**src/rtl/core/mbq_pkg.sv**
```systemverilog
// Shared types, register indexes and the control program of the biquad sequencer.
// Depends on nothing; used by multichannel_biquad_filter.
`timescale 1ns / 1ps

package mbq_pkg;

  // Configuration register indexes.
  localparam logic [2:0] REG_B0   = 3'd0;
  localparam logic [2:0] REG_B1   = 3'd1;
  localparam logic [2:0] REG_B2   = 3'd2;
  localparam logic [2:0] REG_A1   = 3'd3;
  localparam logic [2:0] REG_A2   = 3'd4;
  localparam logic [2:0] REG_GAIN = 3'd5;

  localparam int COEF_W   = 20;
  localparam int GAIN_W   = 16;
  localparam int SAMPLE_W = 16;
  localparam int PROD_W   = COEF_W + SAMPLE_W;
  localparam int ACC_W    = 40;

  localparam logic signed [COEF_W-1:0] B0_RESET   = 20'sd65536;
  localparam logic [GAIN_W-1:0]        GAIN_RESET = 16'd16384;

  // Coefficient operand select.
  localparam logic [2:0] A_B0   = 3'd0;
  localparam logic [2:0] A_B1   = 3'd1;
  localparam logic [2:0] A_B2   = 3'd2;
  localparam logic [2:0] A_A1   = 3'd3;
  localparam logic [2:0] A_A2   = 3'd4;
  localparam logic [2:0] A_GAIN = 3'd5;

  // Sample operand select.
  localparam logic [2:0] S_X  = 3'd0;
  localparam logic [2:0] S_X1 = 3'd1;
  localparam logic [2:0] S_X2 = 3'd2;
  localparam logic [2:0] S_Y1 = 3'd3;
  localparam logic [2:0] S_Y2 = 3'd4;
  localparam logic [2:0] S_Y  = 3'd5;

  // Accumulator operations.
  localparam logic [1:0] ACC_HOLD = 2'd0;
  localparam logic [1:0] ACC_LOAD = 2'd1;
  localparam logic [1:0] ACC_ADD  = 2'd2;
  localparam logic [1:0] ACC_SUB  = 2'd3;

  // Jump conditions.
  localparam logic [1:0] COND_NEVER    = 2'd0;
  localparam logic [1:0] COND_NO_IN    = 2'd1;
  localparam logic [1:0] COND_OUT_BUSY = 2'd2;
  localparam logic [1:0] COND_ALWAYS   = 2'd3;

  localparam logic [3:0] STEP_IDLE = 4'd0;
  localparam logic [3:0] STEP_OUT  = 4'd9;

  typedef struct packed {
    logic       take_in;
    logic       mul_en;
    logic [2:0] a_sel;
    logic [2:0] s_sel;
    logic [1:0] acc_op;
    logic       y_ld;
    logic       out_ld;
    logic [1:0] cond;
    logic [3:0] target;
    logic       last;
  } uc_word_t;

  // Control program: one word per step.
  function automatic uc_word_t uc_rom(input logic [3:0] step);
    uc_word_t w;
    w = '0;
    case (step)
      4'd0: begin
        w.take_in = 1'b1;
        w.cond    = COND_NO_IN;
        w.target  = STEP_IDLE;
      end
      4'd1: begin
        w.mul_en = 1'b1; w.a_sel = A_B0; w.s_sel = S_X;
      end
      4'd2: begin
        w.mul_en = 1'b1; w.a_sel = A_B1; w.s_sel = S_X1; w.acc_op = ACC_LOAD;
      end
      4'd3: begin
        w.mul_en = 1'b1; w.a_sel = A_B2; w.s_sel = S_X2; w.acc_op = ACC_ADD;
      end
      4'd4: begin
        w.mul_en = 1'b1; w.a_sel = A_A1; w.s_sel = S_Y1; w.acc_op = ACC_ADD;
      end
      4'd5: begin
        w.mul_en = 1'b1; w.a_sel = A_A2; w.s_sel = S_Y2; w.acc_op = ACC_SUB;
      end
      4'd6: begin
        w.acc_op = ACC_SUB;
      end
      4'd7: begin
        w.y_ld = 1'b1;
      end
      4'd8: begin
        w.mul_en = 1'b1; w.a_sel = A_GAIN; w.s_sel = S_Y;
      end
      4'd9: begin
        w.out_ld = 1'b1;
        w.cond   = COND_OUT_BUSY;
        w.target = STEP_OUT;
        w.last   = 1'b1;
      end
      default: begin
        w.cond   = COND_ALWAYS;
        w.target = STEP_IDLE;
      end
    endcase
    return w;
  endfunction

  function automatic logic signed [SAMPLE_W-1:0] sat16(input logic signed [23:0] v);
    if (v > 24'sd32767) begin
      return 16'sh7fff;
    end else if (v < -24'sd32768) begin
      return 16'sh8000;
    end
    return v[SAMPLE_W-1:0];
  endfunction

endpackage

```
**src/rtl/core/multichannel_biquad_filter.sv**
```systemverilog
// Multichannel direct form I biquad with one shared multiplier under microcode control.
// Depends on mbq_pkg for the control program, codes and saturation.
// Items pass one at a time through the ten-step program around the single multiplier;
// a new item is taken only after the last one has been handed to the output register,
// and a stalled output holds the final step until the result register frees.
// Reset (synchronous): coefficients return to unity filter and unity gain, all channel
// histories clear at once and the channel counter returns to channel 0.
`timescale 1ns / 1ps

module multichannel_biquad_filter #(
  parameter int NUM_CHANNELS = 2
) (
  input  logic                clk,
  input  logic                rst,
  // Configuration write port.
  input  logic                cfg_we,
  input  logic [2:0]          cfg_index,
  input  logic [19:0]         cfg_data,
  // Input channel.
  input  logic                in_valid,
  output logic                in_stall,
  input  logic signed [15:0]  sample_in,
  // Output channel.
  output logic                out_valid,
  input  logic                out_stall,
  output logic signed [15:0]  sample_out,
  output logic [3:0]          channel
);

  localparam int CH_W = (NUM_CHANNELS > 1) ? $clog2(NUM_CHANNELS) : 1;
  localparam logic [CH_W-1:0] CH_LAST = CH_W'(NUM_CHANNELS - 1);

  // Configuration registers.
  logic signed [mbq_pkg::COEF_W-1:0] coef_b0, coef_b1, coef_b2, coef_a1, coef_a2;
  logic [mbq_pkg::GAIN_W-1:0]        out_gain;

  always_ff @(posedge clk) begin
    if (rst) begin
      coef_b0  <= mbq_pkg::B0_RESET;
      coef_b1  <= '0;
      coef_b2  <= '0;
      coef_a1  <= '0;
      coef_a2  <= '0;
      out_gain <= mbq_pkg::GAIN_RESET;
    end else if (cfg_we) begin
      case (cfg_index)
        mbq_pkg::REG_B0:   coef_b0  <= cfg_data;
        mbq_pkg::REG_B1:   coef_b1  <= cfg_data;
        mbq_pkg::REG_B2:   coef_b2  <= cfg_data;
        mbq_pkg::REG_A1:   coef_a1  <= cfg_data;
        mbq_pkg::REG_A2:   coef_a2  <= cfg_data;
        mbq_pkg::REG_GAIN: out_gain <= cfg_data[mbq_pkg::GAIN_W-1:0];
        default: ;
      endcase
    end
  end

  // Sequencer: step counter and the control word it selects.
  logic [3:0]        step, step_next;
  mbq_pkg::uc_word_t uc;
  logic              jump;
  logic              out_busy;
  logic              in_take;
  logic              out_load;

  assign uc       = mbq_pkg::uc_rom(step);
  assign out_busy = out_valid && out_stall;
  assign in_stall = !uc.take_in || rst;
  assign in_take  = uc.take_in && in_valid;
  assign out_load = uc.out_ld && !out_busy;

  always_comb begin
    case (uc.cond)
      mbq_pkg::COND_NO_IN:    jump = !in_valid;
      mbq_pkg::COND_OUT_BUSY: jump = out_busy;
      mbq_pkg::COND_ALWAYS:   jump = 1'b1;
      default:                jump = 1'b0;
    endcase
    if (jump) begin
      step_next = uc.target;
    end else if (uc.last) begin
      step_next = mbq_pkg::STEP_IDLE;
    end else begin
      step_next = step + 4'd1;
    end
  end

  always_ff @(posedge clk) begin
    if (rst) begin
      step <= mbq_pkg::STEP_IDLE;
    end else begin
      step <= step_next;
    end
  end

  // Per-channel history, cleared at reset.
  logic signed [15:0] x1_mem [NUM_CHANNELS];
  logic signed [15:0] x2_mem [NUM_CHANNELS];
  logic signed [15:0] y1_mem [NUM_CHANNELS];
  logic signed [15:0] y2_mem [NUM_CHANNELS];
  logic [CH_W-1:0]    ch;

  logic signed [15:0] x_reg;
  logic signed [15:0] y_reg;
  logic signed [15:0] y_sat;

  always_ff @(posedge clk) begin
    if (rst) begin
      for (int i = 0; i < NUM_CHANNELS; i++) begin
        x1_mem[i] <= '0;
        x2_mem[i] <= '0;
        y1_mem[i] <= '0;
        y2_mem[i] <= '0;
      end
    end else if (uc.y_ld) begin
      x2_mem[ch] <= x1_mem[ch];
      x1_mem[ch] <= x_reg;
      y2_mem[ch] <= y1_mem[ch];
      y1_mem[ch] <= y_sat;
    end
  end

  always_ff @(posedge clk) begin
    if (in_take) begin
      x_reg <= sample_in;
    end
    if (uc.y_ld) begin
      y_reg <= y_sat;
    end
  end

  // Shared multiplier with a registered product.
  logic signed [mbq_pkg::COEF_W-1:0]   mul_a;
  logic signed [15:0]                  mul_b;
  logic signed [mbq_pkg::PROD_W-1:0]   prod;

  always_comb begin
    case (uc.a_sel)
      mbq_pkg::A_B0:   mul_a = coef_b0;
      mbq_pkg::A_B1:   mul_a = coef_b1;
      mbq_pkg::A_B2:   mul_a = coef_b2;
      mbq_pkg::A_A1:   mul_a = coef_a1;
      mbq_pkg::A_A2:   mul_a = coef_a2;
      mbq_pkg::A_GAIN: mul_a = signed'({4'b0000, out_gain});
      default:         mul_a = '0;
    endcase
    case (uc.s_sel)
      mbq_pkg::S_X:  mul_b = x_reg;
      mbq_pkg::S_X1: mul_b = x1_mem[ch];
      mbq_pkg::S_X2: mul_b = x2_mem[ch];
      mbq_pkg::S_Y1: mul_b = y1_mem[ch];
      mbq_pkg::S_Y2: mul_b = y2_mem[ch];
      mbq_pkg::S_Y:  mul_b = y_reg;
      default:       mul_b = '0;
    endcase
  end

  always_ff @(posedge clk) begin
    if (uc.mul_en) begin
      prod <= mul_a * mul_b;
    end
  end

  // Accumulator: the five filter terms are summed exactly.
  logic signed [mbq_pkg::ACC_W-1:0] acc;
  logic signed [mbq_pkg::ACC_W-1:0] prod_ext;
  logic signed [mbq_pkg::ACC_W-1:0] acc_rnd;
  logic signed [mbq_pkg::PROD_W-1:0] gain_rnd;
  logic signed [15:0]               out_sat;

  assign prod_ext = mbq_pkg::ACC_W'(prod);

  always_ff @(posedge clk) begin
    case (uc.acc_op)
      mbq_pkg::ACC_LOAD: acc <= prod_ext;
      mbq_pkg::ACC_ADD:  acc <= acc + prod_ext;
      mbq_pkg::ACC_SUB:  acc <= acc - prod_ext;
      default:           acc <= acc;
    endcase
  end

  // Round half up by 2^-16, then saturate; this is the stored output.
  assign acc_rnd = acc + 40'sd32768;
  assign y_sat   = mbq_pkg::sat16(signed'(acc_rnd[39:16]));

  // Gain product rounded half up by 2^-14, then saturated.
  assign gain_rnd = prod + 36'sd8192;
  assign out_sat  = mbq_pkg::sat16(24'(signed'(gain_rnd[35:14])));

  // Output register and channel counter. The counter advances when the
  // result of the current channel is handed to the output register.
  always_ff @(posedge clk) begin
    if (rst) begin
      out_valid <= 1'b0;
      ch        <= '0;
    end else begin
      if (out_load) begin
        out_valid <= 1'b1;
        ch        <= (ch == CH_LAST) ? '0 : ch + 1'b1;
      end else if (out_valid && !out_stall) begin
        out_valid <= 1'b0;
      end
    end
  end

  always_ff @(posedge clk) begin
    if (out_load) begin
      sample_out <= out_sat;
      channel    <= 4'(ch);
    end
  end

endmodule

```
**config.mk**
```make
export PLATFORM = sky130hd
export DESIGN_NAME = multichannel_biquad_filter
export DESIGN_NICKNAME = d
export VERILOG_FILES = /design/src/rtl/core/mbq_pkg.sv /design/src/rtl/core/multichannel_biquad_filter.sv
export SDC_FILE = /design/constraint.sdc
export NUM_CORES = 2
export LEC_CHECK = 0
export BUFFER_PORTS_ARGS = -buffer_cell sky130_fd_sc_hd__buf_2
export CAP_MARGIN = 10
export CORE_AREA = 3 3 228 230
export CTS_CLUSTER_SIZE = 25
export DETAILED_ROUTE_END_ITERATION = 10
export DIE_AREA = 0 0 231 233
export PLACE_DENSITY = 0.86
export SLEW_MARGIN = 20
export SYNTH_ARGS = -nofsm -noshare
export SYNTH_HDL_FRONTEND = slang
export SYNTH_SLANG_ARGS = --single-unit
```
**constraint.sdc**
```tcl
create_clock -name clk -period 20.6 [get_ports clk]
set_input_delay 2.06 -clock clk [delete_from_list [all_inputs] [get_ports clk]]
set_output_delay 2.06 -clock clk [all_outputs]
set_load 0.01 [all_outputs]
```
; ---- Word level (Yosys, flattened, before mapping)
; Memories as Yosys holds them, arrays and structs flattened. A register that Yosys moved wholly into a read port is not among the register bits.
; Index checks and enable logic that the tools add are counted.
[totals]
ff_bits = 247
latchBits = 0
mem_bits_rw = 128
rom_bits = 0
mem_count = 4
[memory_table]
columns = name, words, width, read_ports, rd_clocked_by_memory_dff, wr, line_no
row1 = x1_mem, 2, 16, 1, 1, 2, multichannel_biquad_filter.sv:97  ; logic signed [15:0] x1_mem [NUM_CHANNELS];
row2 = x2_mem, 2, 16, 1, 1, 2, multichannel_biquad_filter.sv:98  ; logic signed [15:0] x2_mem [NUM_CHANNELS];
row3 = y1_mem, 2, 16, 1, 1, 2, multichannel_biquad_filter.sv:99  ; logic signed [15:0] y1_mem [NUM_CHANNELS];
row4 = y2_mem, 2, 16, 1, 1, 2, multichannel_biquad_filter.sv:100  ; logic signed [15:0] y2_mem [NUM_CHANNELS];
[classes]
n_addsub = 6
n_mul = 1
div = 0
magnitude_cmp = 4
eq_ne = 30
shifts = 0
n_mux = 50
n_bitwise = 0
n_reduce_logical = 28
[op_table]
columns = op, n
row1 = $mux 16, 10
row2 = $pmux 20 s6, 1
row3 = $pmux 40 s3, 1
row4 = $pmux 16 s6, 1
row5 = $reduce_or 16->1, 4
row6 = $pmux 7 s6, 1
row7 = $add 40x17->40 const B, 1
row8 = $add 40x36->40, 1
row9 = $sub 40x36->40, 1
row10 = $add 36x15->36 const B, 1
row11 = $mul 20x16->36, 1
row12 = $mux 1, 31
row13 = $gt 24x16->1 const B, 1
row14 = $lt 24x16->1 const B, 1
row15 = $gt 22x16->1 const B, 1
row16 = $lt 22x16->1 const B, 1
row17 = $eq 3x2->1 const B, 6
row18 = $eq 3x3->1 const B, 6
row19 = $pmux 6 s3, 1
row20 = $eq 4x3->1 const B, 4
row21 = $reduce_and 2->1, 6
row22 = $eq 3x1->1 const B, 3
row23 = $logic_not 3->1, 3
row24 = $eq 2x2->1 const B, 4
row25 = 17 further kinds, 28

; ---- Longest topological paths before layout
[depth]
word_depth = 7
ltp_mapped = 34
mapped_depth_nobuf = 30

; ---- Worst setup path after synthesis
; Ideal clock, no wire load.
[synth_timing]
path_type = reg2reg
start = register step[0]
end = register prod[32] in the netlist's numbering (data pin)
setup_ns = 0.264
arrival_time_ns = 8.017
path_slack_ns = 12.319
path_stages_with_launch = 33
path_buffers = 4
period_less_slack_ns = 8.281
cell_sequence = dfxtp_1 inv_1 ha_1 clkbuf_1 nor4b_2 clkbuf_1 a22oi_1 a21oi_1 a211o_1 clkbuf_1 clkbuf_1 nand2_1 fa_1 inv_1 fa_1 inv_1 fa_1 inv_1 fa_1 fa_1 inv_1 fa_1 inv_1 ha_1 o21ai_0 nor2_1 a2111oi_2 o21ai_1 a221oi_2 o21ai_1 a311oi_1 a211oi_1 xnor2_1
[synth_via]
elab_chain_len = 5
[synth_lines]
columns = item, line_no
row1 = start: declaration, multichannel_biquad_filter.sv:59  ; logic [3:0] step, step_next;
row2 = start signal: assignment, multichannel_biquad_filter.sv:90  ; step <= mbq_pkg::STEP_IDLE;
row3 = start signal: assignment, multichannel_biquad_filter.sv:92  ; step <= step_next;
row4 = $eq 4x4->1 (tied with other cells), mbq_pkg.sv:72  ; case (step)
row5 = $pmux 7 s6 (*), mbq_pkg.sv:72
row6 = $eq 3x3->1 (tied with other cells), multichannel_biquad_filter.sv:138  ; case (uc.a_sel)
row7 = $pmux 20 s6 / $pmux 16 s6 (equally long branches), "multichannel_biquad_filter.sv:138, multichannel_biquad_filter.sv:147"
row8 = $mul 20x16->36 (*), multichannel_biquad_filter.sv:160  ; prod <= mul_a * mul_b;
row9 = end signal: assignment, multichannel_biquad_filter.sv:160
row10 = end: declaration, multichannel_biquad_filter.sv:135  ; logic signed [mbq_pkg::PROD_W-1:0] prod;
; Every way passes the cells marked *; elsewhere a longest branch is shown, timed or not.
; A chain may end at the register's enable or synchronous reset.

; ---- Worst setup path after layout
; Same ends and word-level chain as after synthesis.

==> results.cfg <==
[floorplanning]
die_w_um = 231
initial_core_util_pct = 62.0
dieArea_um2 = 53800
rows = 82
fp.dieH_um = 233
design.core.area_um2 = 50100
ioPinCount = 66

[timing]
finalCriticalPeriod_ns = 9.30
rsz0062_at_grt = no
fin_skew_ns = 0.0269
finalSetupTns_ns = 0
timing.final.ws_setup_ns = 11.30
period_share_pct = 45.2
hold_viol_final = 0
slew_violations = 0
timing.fmax_mhz = 107
worstMarginPinSlew_ns = 1.25
setup_viol = 0
max_slew_margin_pct = 16.9
timing.hold.ws_ns = 0.452

[layout]
n_antenna_cell = 0
nets = 3798
multiInputGateArea_um2 = 18800
largest_register_ffs = 40
drive_above_1_share_pct = 7.94
top_register = acc
largest_registers = acc: 40 flops, prod: 36 flops
regArea_um2 = 10100
area_delta_synth_final_pct = 7.44
fill_cells = 3746

[yosys]
netlist_area_um2 = 31000
ys_async_sr_fraction_pct = 0
yosysTopAreaCell = edfxtp_1
synthFlopType = edfxtp_1
yosysMostFrequentCell = nand2_1
avgSynthCellArea_um2 = 9.36
synth_top_area_share_pct = 24.5
synth.top_cells.by_area = edfxtp_1, fa_1, dfxtp_1, ha_1, nand2_1
synth_commonest_cells = nand2_1, inv_1, nor2_1
synth_cells = 3315
synth.distinct_cells = 83
synth-seq-cells = 376
synth_seq_area_share_pct = 32.4
yosys_warnings = 0
synth_edf_count = 253

[setup_path]
reg2reg_to = prod[32]$_DFFE_PN_
path_max_fanout = 46
end_kind = flop
path_class = flop to flop
slowest_delay_ns = 0.90
cp.arrival_ns = 9.61
path_buf_inv = 6
start_kind = flop
cp_slowest_cell = and3b_2
r2r_slack_ns = 11.30
crit_family = adder cells
timing.rr.start = step[0]$_SDFF_PP0_
worstRegToRegCells = 29
cp.required_ns = 20.91

[route]
wl_met1_mm = 28.2
drt-wirelength-per-cell_um = 19.6
via_per_inst = 6.13
ant_nets = 0
drtIter0Drc = 2626
dr.max_layer_used = met4
vias = 24513
drc_errors = 0
dr_wl_met2_mm = 38.6
wl_mm = 78.4
wl_met3_mm = 7.15
dr.pass1.iters = 6

[cts]
clk_pin_slew_ns = 0.06
cts_root_buf = clkbuf_16
cts-hold-fix-buffers = 0
cts_setup_buffers = 0
clock_latency_ns = 0.59
cts_buffer_depth = 3
cts_resized = 0
cts.sinks = 376
numCtsBuffers = 41
htree_levels = 2
cts_tree = yes

[grt]
grt_first_pass_wirelength_mm = 128
grt_use_total_pct = 29.8
first_global_vias = 25023
grt_max_degree = 117
antenna_found_initial = 0
grt_overflow_total = 0

[placement]
dp_slack_ns = 11.56
port_buffers = 62
gp_congestion = 0.925
dp_hpwl_mm = 56.9

[hold_path]
min_from = coef_b2[2]$_SDFFE_PP0P_
hold_end = coef_b2[2]$_SDFFE_PP0P_
hold_depth = 2
hp-class = flop to flop

[status]
status = complete, no violations

[job]
cap_violations = 0

[power]
power-per-cell-area_nw_per_um2 = 104
vdd_drop_max_uv = 121
leakagePower_nw = 14.2
## area by class of cell
class	count	share of cell area, %
Inverter	421	4.74
Clock buffer	50	3.24
Clock inverter	22	0.844
Tap cell	672	2.52
Sequential cell	376	30.2
Timing Repair Buffer	108	1.99
Multi-Input combinational cell	2350	56.5
## power breakdown
part           leakage [nW]  switching [mW]  internal [mW]
Combinational          10.1            1.01          0.650
Clock                 0.655           0.311          0.439
Sequential             3.47           0.116          0.932
## worst max path at each step
stage / startpoint / to / slack (ns) / depth (start not counted)
final: step[0]$_SDFF_PP0_ / prod[32]$_DFFE_PN_ / 11.30 / 29
after global routing: step[0]$_SDFF_PP0_ / prod[32]$_DFFE_PN_ / 10.84 / 29
after CTS: step[0]$_SDFF_PP0_ / prod[32]$_DFFE_PN_ / 11.48 / 29
after detailed placement: step[0]$_SDFF_PP0_ / prod[32]$_DFFE_PN_ / 11.56 / 29
after global placement: step[3]$_SDFF_PP0_ / prod[32]$_DFFE_PN_ / 11.52 / 25
after floorplan: step[0]$_SDFF_PP0_ / prod[32]$_DFFE_PN_ / 12.32 / 32
## worst min-delay path, cell delays in order, from the launching register on
cell and delay [ns]:
dfxtp_1 0.31, nand2_1 0.05, a21oi_1 0.05
## logic make-up (layout without fill, tap and decap cells)
family,Yosys count,after routing,share of synthesized area (%)
other cells,1,3,0.0121
compound gates,596,596,12.7
buf+inv,591,601,7.31
xor+xnor,141,141,3.98
mux,50,50,1.66
fa+ha+maj,456,456,26.1
simple gates,1104,1104,15.7
flops,376,376,32.4
## through the flow
stage	instances	cell area (um^2)	total power [mW]	utilization, %
floorplan	3317	31000	2.26	-
global placement	3926	32000	2.63	63.8
detailed placement	3927	32000	2.69	63.9
CTS	3999	33300	3.44	66.6
global route	3999	33300	3.71	66.6
finish	3999	33300	3.45	66.6
## metal layers
layer / GRT usage, % / vias up
met3: 5.17 / 305
met2: 50.3 / 1302
met1: 36.7 / 11943
met4: 15.8 / 0
li1: - / 10963
met5: 0 / -
## cells in the final DEF, fill, tap and decap left out, drive strengths merged, types with 15 or more instances in the layout
cell type | synthesis | routed
a221o | 36 | 36
and3 | 37 | 37
nand2b | 30 | 30
edfxtp | 253 | 253
or2 | 27 | 27
buf | 30 | 108
clkinv | 1 | 15
nor2b | 15 | 15
a21oi | 216 | 216
xnor2 | 92 | 92
nor3 | 26 | 26
nand2 | 432 | 432
fa | 320 | 320
nand4 | 16 | 16
inv | 420 | 421
ha | 136 | 136
and2 | 32 | 32
a221oi | 30 | 30
nor2 | 403 | 403
dfxtp | 123 | 123
a211oi | 23 | 23
clkbuf | 140 | 50
a22o | 16 | 16
a21o | 45 | 45
nand3 | 32 | 32
xor2 | 49 | 49
mux2i | 38 | 38
o21ai | 113 | 113
No activity file was read; power rests on OpenSTA's default activity.
